--- src/srsc_pkg.sv ---
// Sonar ray scan converter package: field widths, channel payload types,
// controller command and status types, sine constants and the jet colour functions.
// No dependencies.
package srsc_pkg;

  localparam int ANG_W = 16;
  localparam int IDX_W = 11;
  localparam int CNT_W = 12;
  localparam int RNG_W = 16;
  localparam int INT_W = 8;
  localparam int PPM_W = 16;
  localparam int PIX_W = 9;
  localparam int COL_W = 8;

  localparam int DEF_IMAGE_SIZE  = 512;
  localparam int DEF_MAX_SAMPLES = 2048;

  localparam logic [PPM_W-1:0] PPM_RESET   = 16'd6400;
  localparam logic [RNG_W-1:0] RANGE_RESET = 16'd2560;

  // quarter-wave sine datapath widths
  localparam int Z_W    = 15;
  localparam int Z2_W   = 15;
  localparam int U_W    = 16;
  localparam int V_W    = 17;
  localparam int TRIG_W = 15;

  localparam logic [Z_W-1:0]    QUARTER_TURN = 15'd16384;
  localparam logic [12:0]       SIN_C1       = 13'd4639;
  localparam logic [U_W-1:0]    SIN_C2       = 16'd42047;
  localparam logic [V_W-1:0]    SIN_C3       = 17'd102944;
  localparam logic [TRIG_W-1:0] SIN_MAX      = 15'h7FFF;

  // scaling and rounding widths
  localparam int PIR_W  = IDX_W + RNG_W;
  localparam int SCL_W  = TRIG_W + PPM_W;
  localparam int PROD_W = PIR_W + SCL_W;
  localparam int FRAC_SHIFT = 30;
  localparam int QM_W   = PROD_W - FRAC_SHIFT + 1;
  localparam int N_W    = QM_W + 2;
  localparam int DEN_W  = CNT_W + 1;

  typedef struct packed {
    logic [ANG_W-1:0] ray_angle;
    logic [IDX_W-1:0] sample_index;
    logic [CNT_W-1:0] sample_count;
    logic [RNG_W-1:0] ray_range;
    logic [INT_W-1:0] intensity;
  } sample_t;

  typedef struct packed {
    logic             pixel_valid;
    logic [PIX_W-1:0] pixel_x;
    logic [PIX_W-1:0] pixel_y;
    logic [COL_W-1:0] red;
    logic [COL_W-1:0] green;
    logic [COL_W-1:0] blue;
    logic             clear_image;
  } pixel_t;

  typedef struct packed {
    logic load;
    logic sin1;
    logic sin2;
    logic sin3;
    logic sin4;
    logic scale;
    logic prod;
    logic prep1;
    logic prep2;
    logic div_step;
    logic emit;
  } cmd_t;

  typedef struct packed {
    logic out_free;
  } st_t;

  function automatic logic [COL_W-1:0] jet_channel(logic [INT_W-1:0] idx, int k);
    int d;
    int v;
    d = 4 * int'(idx) - k;
    if (d < 0) d = -d;
    v = 382 - d;
    if (v < 0) return '0;
    if (v > 255) return '1;
    return COL_W'(v);
  endfunction

  function automatic logic [3*COL_W-1:0] jet_colour(logic [INT_W-1:0] idx);
    return {jet_channel(idx, 765), jet_channel(idx, 510), jet_channel(idx, 255)};
  endfunction

endpackage

--- src/srsc_ctrl.sv ---
// Sequencing state machine of the sonar ray scan converter.
// Steps the datapath through sine, scaling, rounding and division. Depends on srsc_pkg.
module srsc_ctrl import srsc_pkg::*; #(
  parameter int IMAGE_SIZE = DEF_IMAGE_SIZE
) (
  input  logic clk_i,
  input  logic rst_ni,
  input  logic sample_valid_i,
  output logic sample_ready_o,
  input  st_t  st_i,
  output cmd_t cmd_o
);

  localparam int QW   = $clog2(IMAGE_SIZE);
  localparam int DC_W = $clog2(QW);

  typedef enum logic [10:0] {
    S_IDLE  = 11'b000_0000_0001,
    S_SIN1  = 11'b000_0000_0010,
    S_SIN2  = 11'b000_0000_0100,
    S_SIN3  = 11'b000_0000_1000,
    S_SIN4  = 11'b000_0001_0000,
    S_SCALE = 11'b000_0010_0000,
    S_PROD  = 11'b000_0100_0000,
    S_PREP1 = 11'b000_1000_0000,
    S_PREP2 = 11'b001_0000_0000,
    S_DIV   = 11'b010_0000_0000,
    S_EMIT  = 11'b100_0000_0000
  } state_e;

  state_e            state_q, state_d;
  logic [DC_W-1:0]   div_cnt_q, div_cnt_d;

  assign sample_ready_o = (state_q == S_IDLE);

  always_comb begin
    cmd_o          = '0;
    cmd_o.load     = (state_q == S_IDLE) && sample_valid_i;
    cmd_o.sin1     = (state_q == S_SIN1);
    cmd_o.sin2     = (state_q == S_SIN2);
    cmd_o.sin3     = (state_q == S_SIN3);
    cmd_o.sin4     = (state_q == S_SIN4);
    cmd_o.scale    = (state_q == S_SCALE);
    cmd_o.prod     = (state_q == S_PROD);
    cmd_o.prep1    = (state_q == S_PREP1);
    cmd_o.prep2    = (state_q == S_PREP2);
    cmd_o.div_step = (state_q == S_DIV);
    cmd_o.emit     = (state_q == S_EMIT) && st_i.out_free;
  end

  always_comb begin
    state_d   = state_q;
    div_cnt_d = div_cnt_q;
    case (state_q)
      S_IDLE: begin
        if (sample_valid_i) state_d = S_SIN1;
      end
      S_SIN1:  state_d = S_SIN2;
      S_SIN2:  state_d = S_SIN3;
      S_SIN3:  state_d = S_SIN4;
      S_SIN4:  state_d = S_SCALE;
      S_SCALE: state_d = S_PROD;
      S_PROD:  state_d = S_PREP1;
      S_PREP1: state_d = S_PREP2;
      S_PREP2: begin
        div_cnt_d = DC_W'(QW - 1);
        state_d   = S_DIV;
      end
      S_DIV: begin
        if (div_cnt_q == '0) begin
          state_d = S_EMIT;
        end else begin
          div_cnt_d = div_cnt_q - 1'b1;
        end
      end
      S_EMIT: begin
        if (st_i.out_free) state_d = S_IDLE;
      end
      default: state_d = S_IDLE;
    endcase
  end

  always_ff @(posedge clk_i or negedge rst_ni) begin
    if (!rst_ni) begin
      state_q   <= S_IDLE;
      div_cnt_q <= '0;
    end else begin
      state_q   <= state_d;
      div_cnt_q <= div_cnt_d;
    end
  end

`ifndef ASSERT_OFF
  a_accept_to_prep: assert property (@(posedge clk_i) disable iff (!rst_ni)
    (sample_valid_i && sample_ready_o) |-> ##8 (state_q == S_PREP2))
    else $error("request did not reach rounding stage in eight cycles");

  a_div_length: assert property (@(posedge clk_i) disable iff (!rst_ni)
    (state_q == S_PREP2) |-> ##(QW+1) (state_q == S_EMIT))
    else $error("divider loop length wrong");

  a_emit_free: assert property (@(posedge clk_i) disable iff (!rst_ni)
    cmd_o.emit |=> (state_q == S_IDLE))
    else $error("emit did not return to idle");
`endif

endmodule

--- config.mk ---
export PLATFORM = sky130hd
export DESIGN_NAME = srsc_ctrl
export DESIGN_NICKNAME = d
export VERILOG_FILES = /design/src/srsc_pkg.sv /design/src/srsc_ctrl.sv
export SDC_FILE = /design/constraint.sdc
export NUM_CORES = 1
export LEC_CHECK = 0
export CORE_MARGIN = 2
export CORE_UTILIZATION = 60
export DETAILED_ROUTE_END_ITERATION = 8
export DONT_BUFFER_PORTS = 1
export HOLD_SLACK_MARGIN = 0.05
export PLACE_DENSITY = 0.76
export REMOVE_ABC_BUFFERS = 1
export SLEW_MARGIN = 20
export SYNTH_ARGS = -nofsm -noshare
export SYNTH_HDL_FRONTEND = slang
export SYNTH_SLANG_ARGS = --single-unit
--- constraint.sdc ---
create_clock -name clk_i -period 2 [get_ports clk_i]
set_clock_uncertainty 0.15 [all_clocks]
set_input_delay 0.2 -clock clk_i [delete_from_list [all_inputs] [get_ports clk_i]]
set_output_delay 0.2 -clock clk_i [all_outputs]
set_load 0.05 [all_outputs]
**Yosys cells after proc, flatten, opt, wreduce, memory -nomap -nowiden**

Cells that the tools add are included.

- Multipliers: 0
- Divide/modulo/power cells: 0
- Reduce and logical (&&, ||, !) cells: 6
- Shift-type cells: 0
- Equal/unequal tests: 15
- Magnitude comparators: 0
- Mux-type cells: 6
- Add/sub/neg operators: 1
- Bitwise logic cells: 0

Operators with widths:

| cell | count |
|---|---|
| $pmux W11 S11 | 1 |
| $mux W11 | 3 |
| $eq A11 B1 Y1 const B | 1 |
| $eq A11 B10 Y1 const B | 1 |
| $eq A11 B11 Y1 const B | 1 |
| $eq A11 B2 Y1 const B | 1 |
| $eq A11 B3 Y1 const B | 1 |
| $eq A11 B4 Y1 const B | 1 |
| $eq A11 B5 Y1 const B | 1 |
| $eq A11 B6 Y1 const B | 1 |
| $eq A11 B7 Y1 const B | 1 |
| $eq A11 B8 Y1 const B | 1 |
| $eq A11 B9 Y1 const B | 1 |
| $pmux W4 S2 | 1 |
| $ne A2 B2 Y1 const B | 3 |
| $logic_not A4 Y1 | 1 |
| $mux W4 | 1 |
| $sub A4 B1 Y4 const B | 1 |
| $reduce_and A3 Y1 | 1 |
| $logic_and A1 B1 Y1 | 2 |
| $ne A2 B1 Y1 const B | 1 |
| $reduce_and A2 Y1 | 1 |
| $reduce_bool A2 Y1 | 1 |

- Output and inout port bits: 12
- Memory bits (read-only): 0
- Input port bits: 4
- Register bits: 15
- Memory bits (writable): 0
- Bits in latches: 0
- Logic and storage cells: 30
- Memories kept: 0

**Logic depth before layout (Yosys ltp)**

Gate-level depths: netlist of the first run.

- Word-level depth: 3
- Gate-level depth with buffers: 6

**Worst setup path before layout of the first run**

OpenSTA, ideal clock, no wires.

- Path kind: register to output
- Start: reg state_q[4]
- End: out cmd_o[10] in the netlist's numbering
- Data arrival time: 2.287 ns
- Slack: -0.637 ns
- Path buffers: 1
- Stages on the path, launching flop included: 6
- Data required time: 1.650 ns
- Path through: dfrtp_1 buf_6 nor4_4 nand3_1 nor3b_2 and2_1

RTL lines:

| what | RTL line | source |
|---|---|---|
| from (decl) | srsc_ctrl.sv:31 | `state_e state_q, state_d;` |
| from (signal assigned) | srsc_ctrl.sv:88 | `state_q <= state_d;` |
| to (decl) | srsc_ctrl.sv:11 | `output cmd_t cmd_o` |

==> out/qor.txt, run 1 <==
Seq/Total Area, Yosys: 40.3%
footprint of the multi-input gates: 607 um2
initial antenna violation count: 0
WL final: 4100 um
startpoint types: register
remaining routing DRC violations: 0
wire length per cell: 26.8 um
largest net degree at the start of global routing: 16
Clk pin slew, worst setup/hold paths: 0.10 ns
CTS Root Cell: clkbuf_4
RSZ-0062 raised after global routing: yes
Slew @ Worst Pin: 0.704 ns
net count reported at finish: 144
setup TNS: -3.83 ns
Pint: 685 uW
Die Area: 1890 um2
FILL cells: 23
slew margin rel.: 52.9%
Post-synth EDFFs: 0
Max Cap Viol: 0
Flop pwr share: 33.0%
IO Port Bufs: 0
register area: 382 um2
first-pass GRT wire length: 4380 um
synth warn: 0
Max Transition Viols Final: 0
routed vias/inst: 7.52
status: finished with violations
initial core utilization: 62.8%
IO Pins: 16
Cell Rows: 14
Sw Ratio: 43.0%
clock tree sinks: 15
Post-Syn Area: 935 um2
Mean Syn Cell Area: 9.74 um2
CP arrival: 1.99 ns
area leader, netlist: dfrtp_1
clk_lat worst skew: 0.29 ns
pwr dens: 830 nW/um2
Worst Setup Slack, final: -0.342 ns
top-count cell post-synth: dfrtp_1
Fin. Hold Viols: 0
top_reg_cell synth: dfrtp_1
min Tclk post-route: 2.34 ns
static leakage: 0.000682 uW
worst-path fanout max: 4
GP Congestion: 0.787
Mapped Cells: 96
Logic pwr share: 51.5%
synthesized flop and latch total: 15
GRT Residual Overflow: 0
crit share post-route: 117%
vias in the first global route: 922
Tot GR Track Use: 32.2%
Layout Utilization: 97.1%
Max Buffers Root-to-Sink: 2
Hold Crit Class: input port to register
Commonest cells post-synth: dfrtp_1, nor3b_1, o21ai_0
VDD IR max: 897 uV
Placeable Area: 1490 um2
fraction of layout cells with a size suffix above 1: 50.4%
H-tree Lvls: 1
Die Height: 43.5 um
synthesis-to-finish area growth: 54.8%
Routed Antenna Nets: 0
CTS tree: yes
DRT Pass-1 Iters: 5
CP Data Required Time: 1.65 ns
WS Path Type: register to primary output
non-filler instance count after layout: 153
dpl cells: 129
top cells by area, synth: dfrtp_1, nor3b_1, o21ai_0
Final Setup Violations: 19
HPWL Detailed: 1660 um
Netlist cell types: 33
Net Sw Power: 516 uW
failing checks: setup timing
DRT iter0 DRCs: 73
Vias: 1151
f_max: 427 MHz
diodes inserted: 0
Synth async-reset ratio: 100%
Die X: 43.5 um
Worst Setup End Kind: primary output
clock share of power: 15.5%
Synth top area share: 37.5%
CTS buffer count: 3
## final timing paths
kind | from | endpoint | slack (ns) | cells past startpoint
worst min register to register | div_cnt_q[3] | div_cnt_q[3] | 0.48 | 2
worst max register to register | state_q[8] | div_cnt_q[2] | -0.27 | 4
min in group asynchronous | rst_ni | state_q[5] | 0.24 | 1
worst max-delay path | state_q[5] | cmd_o[9] | -0.34 | 5
max in group asynchronous | rst_ni | state_q[1] | 0.97 | 1
worst min-delay path | st_i | state_q[10] | 0.20 | 4
## power by group through the flow
stage	logic (uW)	registers, uW	clock network, uW
finish	619	397	186
global route	630	396	195
CTS	503	381	176
detailed placement	413	383	0
global placement	402	380	0
floorplan	256	373	0
## logic make-up (layout without fill, tap and decap cells)
family,count (synthesis),in the layout,synth area share [%]
AOI/OAI and AO/OA,15,15,9.51
xor gates and xnor gates,2,2,1.87
adders and majority gates,2,2,2.68
buffers and inverters,8,49,6.16
DFF,15,15,40.3
and+or+nand+nor,54,54,39.5
## cells in the final DEF, fill, tap and decap left out, types with 5 or more instances in the layout
cell,instances
dfrtp_1,10
nand2_1,5
buf_6,10
o21ai_0,8
nor3b_2,6
nor3b_1,5
buf_4,24
## state kept, by name, indices dropped and copies added (netlist names)
name	cells
state_q	11
div_cnt_q	4
## layer usage
layer | share of wire, % | up-vias | routed length [um] | GRT usage (%)
met5 | 0 | - | 0 | 0
li1 | - | 443 | - | -
met3 | 12 | 54 | 486 | 7.08
met1 | 33 | 520 | 1340 | 40.1
met4 | 9.8 | 0 | 403 | 13.9
met2 | 46 | 134 | 1870 | 53.7
## through the flow
| stage | instance area [um2] | hold WS (ns) | setup WS [ns] | total power, uW |
|---|---|---|---|---|
| floorplan | 896 | -0.246 | -0.622 | 629 |
| global placement | 1140 | -0.245 | 0.0847 | 782 |
| detailed placement | 1140 | -0.245 | 0.0199 | 797 |
| CTS | 1310 | 0.156 | -0.100 | 1060 |
| global route | 1450 | 0.219 | -0.363 | 1220 |
| finish | 1450 | 0.201 | -0.342 | 1200 |
## worst max-delay path, cell delays in order (launching register included)
cell     delay (ns)
dfrtp_1        0.46
nor4_4         0.43
nand3_2        0.18
buf_4          0.18
nor3b_2        0.24
buf_6          0.20
## cell type report
class / instances / area share (%)
multi-input combinational: 73 / 42.0
timing repair buffer: 40 / 27.2
sequential: 15 / 26.4
clock buffer: 4 / 1.82
tap: 16 / 1.38
inverter: 5 / 1.30
## repair_timing
item                                    in CTS  in global routing
endpoints found under the hold margin       17                  0
endpoints found under the setup margin      10                 17
pin swaps                                   12                 17
buffers inserted                            10                  8
gates resized for setup                     15                 19
hold buffers                                 2                  0
Note: power is estimated with default switching activity, not from simulation.
==> inputs of run 2 (changes only) <==
--- a/config.mk
+++ b/config.mk
@@ -7,11 +7,13 @@
 export LEC_CHECK = 0
 export CORE_MARGIN = 2
 export CORE_UTILIZATION = 60
+export CTS_CLUSTER_DIAMETER = 200
 export DETAILED_ROUTE_END_ITERATION = 8
 export DONT_BUFFER_PORTS = 1
 export HOLD_SLACK_MARGIN = 0.05
 export PLACE_DENSITY = 0.76
 export REMOVE_ABC_BUFFERS = 1
+export SKIP_CTS_REPAIR_TIMING = 1
 export SLEW_MARGIN = 20
 export SYNTH_ARGS = -nofsm -noshare
 export SYNTH_HDL_FRONTEND = slang
==> run 2 against run 1 <==
Effect of this change: the flow still finishes with violations (setup timing); global-route usage is 6.4 points lower; register-to-register slack improved by 0.27 ns; clock-buffer cell count unchanged; sequential cell count unchanged; maximum frequency increased by 5.9%; final area down 6.6%; first-iteration DRC count fell by 62%; largest power group unchanged.
==> out/qor.txt, run 2 (same netlist as run 1, synthesis figures left out) <==
Die Height: 43.5 um (unchanged)
CTS Root Cell: clkbuf_4
WL final: 3000 um (-27%)
slew margin rel.: 52.9% (about the same)
status: finished with violations
Final Setup Violations: 12 (-7)
non-filler instance count after layout: 146 (-4.6%)
FILL cells: 59 (+160%)
CTS buffer count: 3 (unchanged)
Clk pin slew, worst setup/hold paths: 0.10 ns (about the same)
RSZ-0062 raised after global routing: yes
clk_lat worst skew: 0.29 ns (about the same)
Hold Crit Class: input port to register
IO Port Bufs: 0 (unchanged)
Fin. Hold Viols: 0 (unchanged)
Placeable Area: 1490 um2 (unchanged)
CP Data Required Time: 1.65 ns (about the same)
Most flops, register: state_q
H-tree Lvls: 1 (unchanged)
max reg flops: 11 (unchanged)
Slew @ Worst Pin: 0.705 ns (+0.000296 ns)
DRT Pass-1 Iters: 4 (-1)
CTS tree: yes
crit share post-route: 111% (-6.5 points)
f_max: 452 MHz (+5.9%)
Slowest-stage cell, CP: dfrtp_1
Max Transition Viols Final: 0 (unchanged)
Worst Setup End Kind: primary output
Tot Pwr: 1130 uW (-5.9%)
Routed Antenna Nets: 0 (unchanged)
pwr dens: 837 nW/um2 (+0.77%)
Largest regs: state_q: 11 flops, div_cnt_q: 4 flops
synthesis-to-finish area growth: 44.6%
CP max stage delay: 0.43 ns (-0.03 ns)
failing checks: setup timing
clock tree sinks: 15 (unchanged)
fraction of layout cells with a size suffix above 1: 45.4% (-5.0 points)
WS Path Type: register to primary output
Die Area: 1890 um2 (unchanged)
HPWL Detailed: 1660 um (unchanged)
routed vias/inst: 6.43 (-15%)
VDD IR max: 810 uV (-9.7%)
commonest non-fill, non-tap cell in the layout: buf_4
worst-path fanout max: 4 (unchanged)
dpl cells: 129 (unchanged)
static leakage: 0.000637 uW (-6.5%)
register area: 380 um2 (-0.33%)
critical-path cell list: nor4_4 > buf_4 > nand2_2 > nor2_4 > and4b_1 > buf_12
IO Pins: 16 (unchanged)
Worst Setup Slack, final: -0.211 ns (+0.131 ns)
DRT iter0 DRCs: 28 (-62%)
Vias: 939 (-18%)
remaining routing DRC violations: 0 (unchanged)
wire length per cell: 20.6 um (-23%)
CP arrival: 1.86 ns (-0.13 ns)
GP Congestion: 0.787 (unchanged)
startpoint types: register
most frequent cells in the layout: buf_4, dfrtp_1, o21ai_0, nor3b_2, buf_6
Tot GR Track Use: 25.7% (-6.4 points)
initial core utilization: 62.8% (unchanged)
footprint of the multi-input gates: 581 um2 (-4.3%)
Max Buffers Root-to-Sink: 2 (unchanged)
vias in the first global route: 794 (-14%)
GRT Residual Overflow: 0 (unchanged)
Max Cap Viol: 0 (unchanged)
largest net degree at the start of global routing: 16 (unchanged)
Cell Rows: 14 (unchanged)
first-pass GRT wire length: 3620 um (-17%)
net count reported at finish: 137 (-4.9%)
initial antenna violation count: 0 (unchanged)
diodes inserted: 0 (unchanged)
min Tclk post-route: 2.21 ns (-0.131 ns)
Die X: 43.5 um (unchanged)
==> run 2: cell count changes in the layout (fill, tap and decap cells not counted), sizes merged <==
cell | previous run | this run
buf | 38 | 31
==> run 2: layer usage <==
metal | vias to the layer above | share of wire (%) | track usage [%] | wire, um
li1 | 425 | - | - | -
met4 | 0 | 2.6 | 10.3 | 79
met5 | - | 0 | 0 | 0
met2 | 40 | 53 | 41.5 | 1590
met3 | 8 | 4.4 | 3.33 | 133
met1 | 466 | 40 | 35.3 | 1200
==> run 2: layout make-up <==
| cell class | instances | area share, % |
|---|---|---|
| flip-flops and latches | 15 | 28.1 |
| well taps | 16 | 1.48 |
| repair buffers | 33 | 24.1 |
| multi-input cells | 73 | 43.0 |
| inverters | 5 | 1.39 |
| clock buffers | 4 | 1.94 |
==> run 2: through the flow <==
stage                     hold slack, ns  setup WS (ns)  utilization [%]  area (um2)  TNS (ns)
after detailed placement          -0.245         0.0199             76.6        1140         0
after global routing               0.216         -0.268             90.8        1350     -1.92
final                              0.230         -0.211             90.8        1350     -1.11
after CTS                         -0.553         -0.209             78.4        1170     -1.51
after floorplan                   -0.246         -0.622                -         896     -4.07
after global placement            -0.245         0.0847             76.6        1140         0
==> run 2: final timing paths <==
| kind | cells past startpoint | to | from | slack (ns) |
|---|---|---|---|---|
| setup / recovery | 6 | cmd_o[8] | state_q[7] | -0.21 |
| setup reg to reg | 4 | div_cnt_q[2] | state_q[9] | 0 |
| min in group asynchronous | 1 | state_q[2] | rst_ni | 0.24 |
| hold / removal | 3 | state_q[0] | st_i | 0.23 |
| max in group asynchronous | 1 | state_q[1] | rst_ni | 0.97 |
| hold reg to reg | 1 | div_cnt_q[0] | div_cnt_q[0] | 0.41 |
==> run 2: critical path: cells and delay by family, from the launching register on <==
family	cells	cell delay, ns
buffers and inverters	2	0.33
and+or+nand+nor	4	0.82
DFF	1	0.43
==> run 2: report_power, final <==
group / internal, uW / switching, uW / leakage [uW]
logic: 251 / 301 / 0.000422
registers: 336 / 55.8 / 0.000200
clock network: 77.4 / 109 / 0.0000150
total: 665 / 466 / 0.000637
==> inputs of run 3 (changes only) <==
--- a/config.mk
+++ b/config.mk
@@ -12,7 +12,6 @@
 export DONT_BUFFER_PORTS = 1
 export HOLD_SLACK_MARGIN = 0.05
 export PLACE_DENSITY = 0.76
-export REMOVE_ABC_BUFFERS = 1
 export SKIP_CTS_REPAIR_TIMING = 1
 export SLEW_MARGIN = 20
 export SYNTH_ARGS = -nofsm -noshare
==> run 3 against run 2 <==
Effect of this change: the run still ends with setup timing left; global-route usage increased by 3.7 points; sequential share of layout area decreased by 1.3 points; cell count decreased by 0.68%; die area unchanged; critical path depth decreased by 1; sequential cell count unchanged; largest power group unchanged.
==> out/qor.txt, run 3 (same netlist as run 1, synthesis figures left out) <==
Max Cap Viol: 0 (unchanged)
Die Height: 43.5 um (unchanged)
most frequent cells in the layout: buf_4, dfrtp_1, o21ai_0, buf_12, nor3b_1
FILL cells: 41 (-31%)
critical-path cell list: nor3_4 > and2_4 > nand3b_1 > nor3b_4 > buf_12
Slowest-stage cell, CP: dfrtp_2
GRT Residual Overflow: 0 (unchanged)
CTS Root Cell: clkbuf_4
Die Area: 1890 um2 (unchanged)
IO Pins: 16 (unchanged)
largest net degree at the start of global routing: 16 (unchanged)
Max Transition Viols Final: 0 (unchanged)
dpl cell area: 1240 um2 (+8.9%)
clock tree sinks: 15 (unchanged)
Largest regs: state_q: 11 flops, div_cnt_q: 4 flops
Hold Crit Class: input port to register
slew margin rel.: 51.1% (-1.8 points)
Clk pin slew, worst setup/hold paths: 0.11 ns (about the same)
net count reported at finish: 136 (-0.73%)
vias in the first global route: 890 (+12%)
initial core utilization: 62.8% (unchanged)
Die X: 43.5 um (unchanged)
CP Data Required Time: 1.65 ns (about the same)
first-pass GRT wire length: 4090 um (+13%)
R2R setup slack: -0.15 ns (-0.15 ns)
remaining routing DRC violations: 0 (unchanged)
Cell Rows: 14 (unchanged)
Fin. Hold Viols: 0 (unchanged)
DRT Pass-1 Iters: 4 (unchanged)
failing checks: setup timing
DRT iter0 DRCs: 58 (+110%)
footprint of the multi-input gates: 629 um2 (+8.4%)
Post-Syn Nets: 102
VDD IR max: 754 uV (-6.9%)
CTS tree: yes
Vias: 1023 (+8.9%)
IO Port Bufs: 0 (unchanged)
CTS buffer count: 3 (unchanged)
fraction of layout cells with a size suffix above 1: 48.1% (+2.7 points)
Tot GR Track Use: 29.5% (+3.7 points)
HPWL Detailed: 1730 um (+4.5%)
Placeable Area: 1490 um2 (unchanged)
Slew @ Worst Pin: 0.732 ns (+0.0271 ns)
min Tclk post-route: 2.31 ns (+0.0968 ns)
clk_lat worst skew: 0.29 ns (about the same)
max reg flops: 11 (unchanged)
CP arrival: 1.96 ns (+0.10 ns)
commonest non-fill, non-tap cell in the layout: buf_4
GP Congestion: 0.829 (+5.3%)
non-filler instance count after layout: 145 (-0.68%)
synthesis-to-finish area growth: 50.9%
initial antenna violation count: 0 (unchanged)
Final Setup Violations: 17 (+5)
f_max: 433 MHz (-4.2%)
Worst Setup Slack, final: -0.308 ns (-0.0968 ns)
startpoint types: register
Routed Antenna Nets: 0 (unchanged)
CP max stage delay: 0.46 ns (+0.03 ns)
Worst Setup End Kind: primary output
routed vias/inst: 7.06 (+9.7%)
pwr dens: 773 nW/um2 (-7.7%)
Most flops, register: state_q
crit share post-route: 115% (+4.8 points)
Max Buffers Root-to-Sink: 2 (unchanged)
dpl cells: 133 (+3.1%)
RSZ-0062 raised after global routing: yes
wire length per cell: 26.4 um (+28%)
Final Cell Area: 1410 um2 (+4.4%)
WL final: 3820 um (+27%)
diodes inserted: 0 (unchanged)
WS Path Type: register to primary output
H-tree Lvls: 1 (unchanged)
register area: 379 um2 (-0.33%)
worst-path fanout max: 4 (unchanged)
status: finished with violations
static leakage: 0.000649 uW (+1.8%)
setup TNS: -2.46 ns (-1.35 ns)
## run 3: cell count changes in the layout (fill, tap and decap cells not counted), sizes merged
cell / previous run / this run
buf: 31 / 30
clkbuf: 4 / 3
clkinv: 0 / 1
## run 3: worst paths after layout
kind	to	from	depth (start not counted)
worst max-delay path	cmd_o[3]	state_q[10]	5
worst min-delay path	state_q[10]	st_i	4
worst max register to register	div_cnt_q[3]	state_q[8]	5
worst min register to register	div_cnt_q[0]	div_cnt_q[0]	2
max in group asynchronous	state_q[9]	rst_ni	1
min in group asynchronous	state_q[3]	rst_ni	1
## run 3: routing by layer
metal | global-route usage (%) | up-vias | part of all wire, %
met4 | 13.9 | 0 | 5.5
met2 | 46.3 | 91 | 49
met3 | 4.58 | 26 | 11
li1 | - | 425 | -
met1 | 40.1 | 481 | 35
met5 | 0 | - | 0
## run 3: power by group
part	switching, uW	total [uW]	leakage [uW]	internal [uW]
registers	40.3	375	0.000201	335
clock network	110	185	0.0000177	74.3
logic	335	530	0.000430	195
## run 3: per-stage QoR
stage / util (%) / power (uW) / setup slack, ns / hold WS (ns)
floorplan: - / 688 / -0.307 / -0.246
global placement: 83.4 / 811 / 0.111 / -0.245
detailed placement: 83.4 / 825 / 0.0600 / -0.245
CTS: 85.3 / 1010 / -0.263 / -0.559
global route: 94.7 / 1140 / -0.401 / 0.182
finish: 94.7 / 1090 / -0.308 / 0.176
## run 3: layout make-up
| class | instances | area share [%] |
|---|---|---|
| flip-flops and latches | 15 | 26.9 |
| clock inverters | 1 | 0.355 |
| clock buffers | 3 | 1.60 |
| repair buffers | 32 | 23.8 |
| well taps | 16 | 1.42 |
| multi-input cells | 73 | 44.6 |
| inverters | 5 | 1.33 |
## run 3: critical path: cells and delay by family, from the launching register on
family                 cells  cell delay (ns)
buffers and inverters      1             0.17
DFF                        1             0.46
and+or+nand+nor            4             1.02
